`config.mk`:
```
export PLATFORM = sky130hd
export DESIGN_NAME = bhm_window
export DESIGN_NICKNAME = d
export VERILOG_FILES = /design/src/sv/binary_hit_miss_thinning_pass_macros.svh /design/src/sv/bhm_pkg.sv /design/src/sv/bhm_ram.sv /design/src/sv/bhm_window.sv
export SDC_FILE = /design/constraint.sdc
export NUM_CORES = 2
export LEC_CHECK = 0
export BUFFER_PORTS_ARGS = -buffer_cell sky130_fd_sc_hd__clkbuf_2
export CAP_MARGIN = 20
export CORE_MARGIN = 8
export CORE_UTILIZATION = 60
export DETAILED_ROUTE_END_ITERATION = 8
export PLACE_DENSITY = 0.76
export SLEW_MARGIN = 10
export SYNTH_ARGS = -nofsm -noshare
export SYNTH_HDL_FRONTEND = slang
export SYNTH_SLANG_ARGS = --single-unit
```
`constraint.sdc`:
```
create_clock -name clock -period 20.9 [get_ports clock]
set_clock_uncertainty 0.2 [all_clocks]
set_input_delay 1.045 -clock clock [delete_from_list [all_inputs] [get_ports clock]]
set_output_delay 1.045 -clock clock [all_outputs]
set_load 0.1 [all_outputs]
```
`src/sv/binary_hit_miss_thinning_pass_macros.svh`:
```
// Assertion macros shared by the RTL.
`ifndef BINARY_HIT_MISS_THINNING_PASS_MACROS_SVH
`define BINARY_HIT_MISS_THINNING_PASS_MACROS_SVH
`ifndef SYNTHESIS
`define BHM_ASSERT_IMPL(label, clk, rst, ante, cons) \
   label: assert property (@(posedge clk) disable iff (rst) (ante) |-> (cons)) \
      else $error("assertion failed");
`define BHM_ASSERT_NEXT(label, clk, rst, ante, cons) \
   label: assert property (@(posedge clk) disable iff (rst) (ante) |=> (cons)) \
      else $error("assertion failed");
`else
`define BHM_ASSERT_IMPL(label, clk, rst, ante, cons)
`define BHM_ASSERT_NEXT(label, clk, rst, ante, cons)
`endif
`endif

```
`src/sv/bhm_pkg.sv`:
```
package bhm_pkg;

   localparam int MaxWidthDefault = 1024;
   localparam int HeightLimit     = 4096;

   localparam logic [1:0] MODE_SHRINK = 2'd0;
   localparam logic [1:0] MODE_THIN   = 2'd1;
   localparam logic [1:0] MODE_SKEL   = 2'd2;

   localparam logic [1:0] REG_MODE   = 2'd0;
   localparam logic [1:0] REG_WIDTH  = 2'd1;
   localparam logic [1:0] REG_HEIGHT = 2'd2;

   localparam logic [1:0]  ModeReset   = MODE_THIN;
   localparam logic [10:0] WidthReset  = 11'd640;
   localparam logic [12:0] HeightReset = 13'd480;

   localparam logic [7:0] ShrinkCond [58] = '{
      8'h40,8'h10,8'h04,8'h01,8'h80,8'h20,8'h08,8'h02,
      8'hC0,8'h60,8'h30,8'h18,8'h0C,8'h06,8'h03,8'h81,
      8'hC1,8'h70,8'h1C,8'h07,8'hB0,8'hA1,8'h68,8'hC2,
      8'hE0,8'h38,8'h0E,8'h83,8'hB1,8'h6C,
      8'hF0,8'hE1,8'h78,8'h3C,8'h1E,8'h0F,8'h87,8'hC3,
      8'hF1,8'h7C,8'h1F,8'hC7,8'hE3,8'hF8,8'h3E,8'h8F,
      8'hF3,8'hE7,8'hFC,8'hF9,8'h7E,8'h3F,8'h9F,8'hCF,
      8'hF7,8'hFD,8'h7F,8'hDF};
   localparam logic [7:0] ThinCond [46] = '{
      8'hA0,8'h28,8'h0A,8'h82,8'h70,8'h1C,8'h07,8'hC1,
      8'hB0,8'hA1,8'h68,8'hC2,8'hE0,8'h38,8'h0E,8'h83,
      8'hF0,8'hE1,8'h78,8'h3C,8'h1E,8'h0F,8'h87,8'hC3,
      8'hB1,8'h6C,
      8'hF1,8'h7C,8'h1F,8'hC7,8'hE3,8'hF8,8'h3E,8'h8F,
      8'hF3,8'hE7,8'hFC,8'hF9,8'h7E,8'h3F,8'h9F,8'hCF,
      8'hF7,8'hFD,8'h7F,8'hDF};
   localparam logic [7:0] SkelCond [40] = '{
      8'hA0,8'h28,8'h0A,8'h82,8'hC1,8'h70,8'h1C,8'h07,
      8'hF0,8'hE1,8'h78,8'h3C,8'h1E,8'h0F,8'h87,8'hC3,
      8'hF1,8'h7C,8'h1F,8'hC7,8'hE3,8'hF8,8'h3E,8'h8F,
      8'hF3,8'hE7,8'hFC,8'hF9,8'h7E,8'h3F,8'h9F,8'hCF,
      8'hF7,8'hFD,8'h7F,8'hDF,8'hFB,8'hFE,8'hBF,8'hEF};
   localparam logic [7:0] StExact [28] = '{
      8'h40,8'h10,8'h02,8'h80,
      8'hC0,8'h60,8'h30,8'h18,8'h0C,8'h06,8'h03,8'h81,
      8'h68,8'hB0,8'hA1,8'hC2,
      8'h64,8'h19,8'h4C,8'h13,8'hC4,8'h31,8'h46,8'h91,8'hE4,8'h39,8'h4E,8'h93};
   localparam logic [7:0] KExact [12] = '{
      8'h01,8'h04,8'h40,8'h10,8'h02,8'h80,8'h08,8'h20,8'hA0,8'h28,8'h82,8'h0A};
   // Masked entries are {pattern, care mask}.
   localparam logic [15:0] StHead [9] = '{
      16'h3838,16'hA8EB,16'hA8BE,16'h8ABE,16'h8AEB,
      16'h2AAF,16'h2AFA,16'hA2FA,16'hA2AF};
   localparam logic [15:0] KHead [6] = '{
      16'h3838,16'h8383,16'hA8A8,16'h2A2A,16'h8A8A,16'hA2A2};
   localparam logic [15:0] SharedMasked [32] = '{
      16'h5157,16'h15D5,16'h1575,16'h455D,16'h5257,16'h54D5,16'h2575,16'h495D,
      16'h5357,16'h55D5,16'h3575,16'h4D5D,16'h5457,16'h94D5,16'h4575,16'h515D,
      16'h5557,16'h95D5,16'h5575,16'h555D,16'h5657,16'hD4D5,16'h6575,16'h595D,
      16'h5757,16'hD5D5,16'h7575,16'h5D5D,16'hA4EE,16'h29BB,16'h4AEE,16'h92BB};

   // Window taps: index r*3+c, r=0 oldest row, c=0 oldest column.
   typedef logic [8:0] win_type;

   // Control carried along with one pixel position.
   typedef struct packed {
      logic valid;
      logic top;
      logic bottom;
      logic left;
      logic right;
   } pos_type;

   function automatic logic [7:0] pattern_of(input win_type w, input pos_type p);
      logic [7:0] pat;
      // Center is w[4]; newest column is c=2 (east), newest row r=2 (south).
      pat[7] = w[5] & ~p.right;
      pat[6] = w[2] & ~p.right & ~p.top;
      pat[5] = w[1] & ~p.top;
      pat[4] = w[0] & ~p.left & ~p.top;
      pat[3] = w[3] & ~p.left;
      pat[2] = w[6] & ~p.left & ~p.bottom;
      pat[1] = w[7] & ~p.bottom;
      pat[0] = w[8] & ~p.right & ~p.bottom;
      return pat;
   endfunction

   function automatic logic cond_hit(input logic [1:0] mode, input logic [7:0] pat);
      logic hit;
      hit = 1'b0;
      case (mode)
         MODE_SHRINK: for (int i = 0; i < 58; i++) hit |= (ShrinkCond[i] == pat);
         MODE_THIN:   for (int i = 0; i < 46; i++) hit |= (ThinCond[i] == pat);
         MODE_SKEL:   for (int i = 0; i < 40; i++) hit |= (SkelCond[i] == pat);
         default:     hit = 1'b0;
      endcase
      return hit;
   endfunction

   function automatic logic uncond_hit(input logic [1:0] mode, input logic [7:0] pat);
      logic hit;
      hit = 1'b0;
      for (int i = 0; i < 32; i++)
         hit |= ((pat & SharedMasked[i][7:0]) == SharedMasked[i][15:8]);
      if (mode == MODE_SKEL) begin
         for (int i = 0; i < 12; i++) hit |= (KExact[i] == pat);
         for (int i = 0; i < 6; i++) hit |= ((pat & KHead[i][7:0]) == KHead[i][15:8]);
      end else begin
         for (int i = 0; i < 28; i++) hit |= (StExact[i] == pat);
         for (int i = 0; i < 9; i++) hit |= ((pat & StHead[i][7:0]) == StHead[i][15:8]);
      end
      return hit;
   endfunction

endpackage

```
`src/sv/bhm_ram.sv`:
```
module bhm_ram #(
   parameter int Width = 1,
   parameter int Depth = 1024
) (
   input  logic                     clock,
   input  logic                     wr_en,
   input  logic [$clog2(Depth)-1:0] wr_addr,
   input  logic [Width-1:0]         wr_data,
   input  logic [$clog2(Depth)-1:0] rd_addr,
   output logic [Width-1:0]         rd_data
);
   logic [Width-1:0] mem [Depth];
   logic [Width-1:0] rd_data_ff;

   always_ff @(posedge clock) begin
      if (wr_en) begin
         mem[wr_addr] <= wr_data;
      end
      rd_data_ff <= mem[rd_addr];
   end
   assign rd_data = rd_data_ff;
endmodule

```
`src/sv/bhm_window.sv`:
```
// 3x3 window fed by a two-row line buffer. The RAM holds, per column, the
// pixel of the row above (bit 0) and two rows above (bit 1). The window output
// already includes the column being pushed in the current cycle.
module bhm_window #(
   parameter int MaxWidth = 1024
) (
   input  logic                          clock,
   input  logic                          reset,
   input  logic                          shift,
   input  logic [$clog2(MaxWidth)-1:0]   col,
   input  logic [$clog2(MaxWidth)-1:0]   next_col,
   input  logic                          pix,
   input  logic                          clear,
   output bhm_pkg::win_type              win
);
   import bhm_pkg::*;
   localparam int AddrW = $clog2(MaxWidth);

   logic [1:0] rd_data;
   logic [1:0] col_in;
   win_type    win_ff;
   win_type    win_in;
   win_type    win_now;
   logic [AddrW-1:0] rd_addr;

   // Prefetch the column of the next shift; hold it while stalled.
   assign rd_addr = shift ? next_col : col;

   bhm_ram #(.Width(2), .Depth(MaxWidth)) u_ram (
      .clock  (clock),
      .wr_en  (shift),
      .wr_addr(col),
      .wr_data({col_in[0], pix}),
      .rd_addr(rd_addr),
      .rd_data(rd_data)
   );

   // Entries of never-written columns only feed taps that the edge masks drop.
   assign col_in = rd_data;

   always_comb begin
      win_now[0] = win_ff[1]; win_now[1] = win_ff[2]; win_now[2] = col_in[1];
      win_now[3] = win_ff[4]; win_now[4] = win_ff[5]; win_now[5] = col_in[0];
      win_now[6] = win_ff[7]; win_now[7] = win_ff[8]; win_now[8] = pix;
   end

   assign win_in = shift ? win_now : win_ff;

   always_ff @(posedge clock) begin
      if (reset || clear) begin
         win_ff <= '0;
      end else begin
         win_ff <= win_in;
      end
   end
   assign win = win_now;
endmodule

```
### Word-level counts from Yosys, hierarchy flattened

Memories as Yosys holds them, arrays and structs flattened. A register that Yosys moved wholly into a read port is not among the register bits.
Index checks and enable logic that the tools add are counted.

* muxes and demuxes: 3
* reduce and logical (&&, ||, !) cells: 1

Operators by type and width (number)
* $mux 10: 1
* $mux 1: 2
* $logic_or 1x1->1: 1

* memories: 1
* register bits: 9
* memory bits (writable): 2048
* output and inout port bits: 9
* word-level logic and storage cells: 6
* bits of input ports: 25

Memories
* u_ram.mem: depth 1024, width 2, read ports 1, clocked after memory_dff 1, wr ports 1, RTL line bhm_ram.sv:12 `logic [Width-1:0] mem [Depth];`

### Longest topological paths before layout

* depth after elaboration: 2
* gate-level depth with buffers: 15
* gate-level depth less buffers: 9

### Modules after synthesis

Synthesis repeated with hierarchy kept, for this count alone.

* cells, all modules: 4826
* area, all modules: 84136.9 um2

Modules (own cells, without submodules)
* bhm_ram: area each 83757.8 um2, instances 1, cells each 4793, sequential area each 61539.0 um2
* bhm_window: area each 379.1 um2, instances 1, cells each 33, sequential area each 120.1 um2

### Worst setup path after synthesis

Ideal clock, no wire load.

* kind: flip-flop to flip-flop
* start: reg u_ram.rd_data_ff[0] (netlist: u_ram.rd_data[0]), read port of u_ram.mem
* end: mem u_ram.mem[0][1], data pin
* period minus slack after synthesis: 16.542 ns
* path slack: 4.358 ns
* data required time: 17.749 ns
* path buffers: 0
* stages on the path, launching flop included: 1
* arrival time: 13.392 ns
* setup time: 2.951 ns
* path through: dfxtp_1

RTL lines
* start: declaration: RTL line bhm_ram.sv:13 `logic [Width-1:0] rd_data_ff;`
* end: declaration: RTL line bhm_ram.sv:12

No word-level cell before the write port.

### Final worst setup path

* start: in col[0]
* end: reg u_ram.rd_data_ff[1] (netlist: u_ram.rd_data[1]), read port of u_ram.mem

* word-level cells in the longest chain between the ends: 1

Ends and longest elaborated chain
* start: declaration: RTL line bhm_window.sv:10 `input logic [$clog2(MaxWidth)-1:0] col,`
* $mux 10: RTL line bhm_window.sv:27 `assign rd_addr = shift ? next_col : col;`

No other way between the ends.
A chain may end at the register's enable or synchronous reset.

==> results.cfg <==
[clock_tree]
clk_latency_ns = 0.84
cts_tree = done
clock-root-buffer = clkbuf_16
clockBufferDepth = 3
postCtsHoldBufs = 0
cts_resized = 0
numCtsBuffers = 199
clock-sinks = 2056
clk_pin_slew_ns = 0.06
post_cts_buffers = 0
htreeDepth = 4

[timing]
finalWorstSetupSlack_ns = 14.40
drv_slew = 0
finalCritPeriodShare_pct = 31.1
min_period_ns = 6.50
setup-tns-final_ns = 0
setup_viol = 0
slew-limit-headroom_pct = 7.50
rsz0062_at_grt = false
worstMarginPinSlew_ns = 1.39
fmax_mhz = 154
hold_violations = 0

[finish]
most-common-layout-cells = 2048 x edfxtp_1, 1036 x nor2_1, 728 x nand2_1
nets = 5886
final_core_util_pct = 66.5
final_common_cell = edfxtp_1
n_fill_cell = 9519
drive_above_1_share_pct = 11.9
instances_no_fill = 7927
finalInstanceArea_um2 = 93600
syn_to_final_growth_pct = 10.5

[global_routing]
grtUsageMet2_pct = 46.6
grt_pass1_vias = 52800
grt.busiest_layer = met2
grt_use_met3_pct = 9.45
grtUsageTotal_pct = 31.6
met1_usage_pct = 42.3
gr-total-overflow = 0
grt_pass1_wl_mm = 352
antenna_found_initial = 17
grt_max_degree = 268

[hold_path]
hold_path.class = reg -> reg
hold_end = win_ff[1]$_SDFFE_PP0P_
min_path_cells = 2
min-delay-start = win_ff[1]$_SDFFE_PP0P_

[placed_design]
hpwlAfterDp_mm = 129
placed_area_um2 = 87000
io_buffers = 33
dp_cells = 7535
post-place-ws_ns = 13.72
gp_congestion = 0.862

[power_and_ir_drop]
power_density_nw_per_um2 = 96.2
p_leak_nw = 29.4
ir_drop_mv = 0.100

[routing]
drc = 0
via_per_inst = 6.88
drt-initial-drc-count = 9440
wirelength_mm = 247
drtAntennaViolNets = 0
vias = 54600
routedWlPerCell_um = 31.1
drt_pass1_iterations = 9

[setup_path]
end_kind = register
path_delay_family = buffers and inverters
max_stage_delay_ns = 0.99
rr_worst_depth = 3
worstSetupPathType = in -> reg
crit_path_start_kind = input port
crit_top_cell = buf_4
cp.arrival_ns = 7.02
regToRegEndpoint = u_ram.mem[792][1]$_DFFE_PP_
path_cells = clkbuf_2 > mux2_8 > buf_4 > buf_4 > buf_12 > mux4_2 > a2111oi_0 > nor3_1 > o41ai_1 > o2111ai_1 > o211ai_1 > o21ai_1
crit_fanout = 124
required_ns = 21.42
rrSetupSlack_ns = 16.81
crit_slowest_cell = o41ai_1
worstPathBufferInverterCount = 4
rr_startpoint = u_ram.rd_data[0]$_DFF_P_

[logic_synthesis]
yosysUniqueCellTypes = 57
synthMuxAreaShare_pct = 8.90
synthCells = 5965
syn-num-nets = 5990
synthAdderAreaFrac_pct = 0
synth_area_um2 = 84700
synth_compound_area_share_pct = 5.42
syn_avg_cell_area_um2 = 14.2
ys_seq_elements = 2056
synth-simple-area-share_pct = 10.4
synth_edf_count = 2048
synth_top_family_by_area = simple AND/OR/NAND/NOR gates
yosysWarnings = 0
synthFlopType = edfxtp_1
synth_xor_area_share_pct = 0
async_flop_share_pct = 0
synth-seq-area-share_pct = 72.8

[floorplanning]
die-area_um2 = 154000
initial_utilization_pct = 60.1
die_x_um = 392
io_pins = 34
die_y_um = 392
core-area_um2 = 141000
num_rows = 138

[run_status]
status = finished, final reports clean

[flow_run]
maxCapViolCount = 0
## worst max-delay path by stage
stage	to	slack (ns)	start	depth (start not counted)
CTS	u_ram.rd_data[1]$_DFF_P_	14.45	col[0]	12
finish	u_ram.rd_data[1]$_DFF_P_	14.40	col[0]	12
global placement	u_ram.rd_data[1]$_DFF_P_	13.84	shift	12
detailed placement	u_ram.rd_data[1]$_DFF_P_	13.72	col[0]	12
global route	u_ram.rd_data[1]$_DFF_P_	14.21	col[0]	12
floorplan	u_ram.mem[0][1]$_DFFE_PP_	4.36	u_ram.rd_data[0]$_DFF_P_	0
## layout make-up
type / count / area, um^2 / area share (%)
Clock buffer: 244 / 5280 / 5.64
Multi-Input combinational cell: 3403 / 21400 / 22.9
Sequential cell: 2056 / 61700 / 65.9
Inverter: 4 / 15.0 / 0.0160
Clock inverter: 117 / 1060 / 1.13
Timing Repair Buffer: 197 / 1770 / 1.89
Antenna cell: 16 / 40.0 / 0.0428
Tap cell: 1890 / 2360 / 2.53
## per-layer routing
metal	vias up	share of wire [%]
li1	22300	-
met1	26900	34
met2	4552	44
met3	835	15
met4	8	6.2
met5	-	0.024
## state kept, by name, indices dropped and copies added, names as in the netlist
name	flops
u_ram.mem	2048
win_ff	6
u_ram.rd_data	2
## cells by family (layout without fill, tap and decap cells)
family	Yosys count	after routing
AO/OA/AOI/OAI	680	680
buffers and inverters	506	562
flip-flops	2056	2056
multiplexers	544	544
other	0	16
AND/OR/NAND/NOR	2179	2179
## cells in the mapped netlist, drive strengths merged (2+ instances only)
library cell,instances,area [um^2]
a2111oi,62,556
nand4,16,100
buf,141,790
o32a,3,30.0
edfxtp,2048,61500
nor2b,11,68.8
mux2,4,48.8
and3,11,68.8
a311oi,62,543
nand2,734,2760
clkbuf,361,1360
o32ai,9,78.8
o31a,2,17.5
o21ai,71,355
a22oi,2,15.0
nand3,241,1210
mux4,167,3760
dfxtp,8,160
inv,4,15.0
nor4,8,50.1
o221ai,79,692
o2111ai,7,61.3
a31oi,28,181
o31ai,7,52.6
a21oi,196,981
a32oi,5,43.8
or2,2,12.5
nor3b,5,37.5
and3b,2,17.5
nand2b,5,31.3
nor2,1043,3920
a2bb2oi,3,32.5
and2,10,62.6
o22ai,123,769
o211ai,4,30.0
nor3,88,440
o41ai,11,104
mux2i,373,3730
## worst register-to-register path, stage by stage (launching register included)
cell and delay (ns):
dfxtp_4 0.64, buf_4 0.88, buf_12 0.80, buf_4 1.19
## power by group
part,switching (mW),internal (mW),total [mW]
combinational,0.588,0.179,0.767
clock,1.53,2.00,3.53
sequential,0.0103,4.70,4.72
## metrics by stage
step,hold slack [ns],power (mW)
floorplan,0.597,5.43
global placement,0.282,5.53
detailed placement,0.299,5.54
CTS,0.291,8.99
global route,0.351,9.20
finish,0.303,9.01
Power figures use the tool's default switching activity.
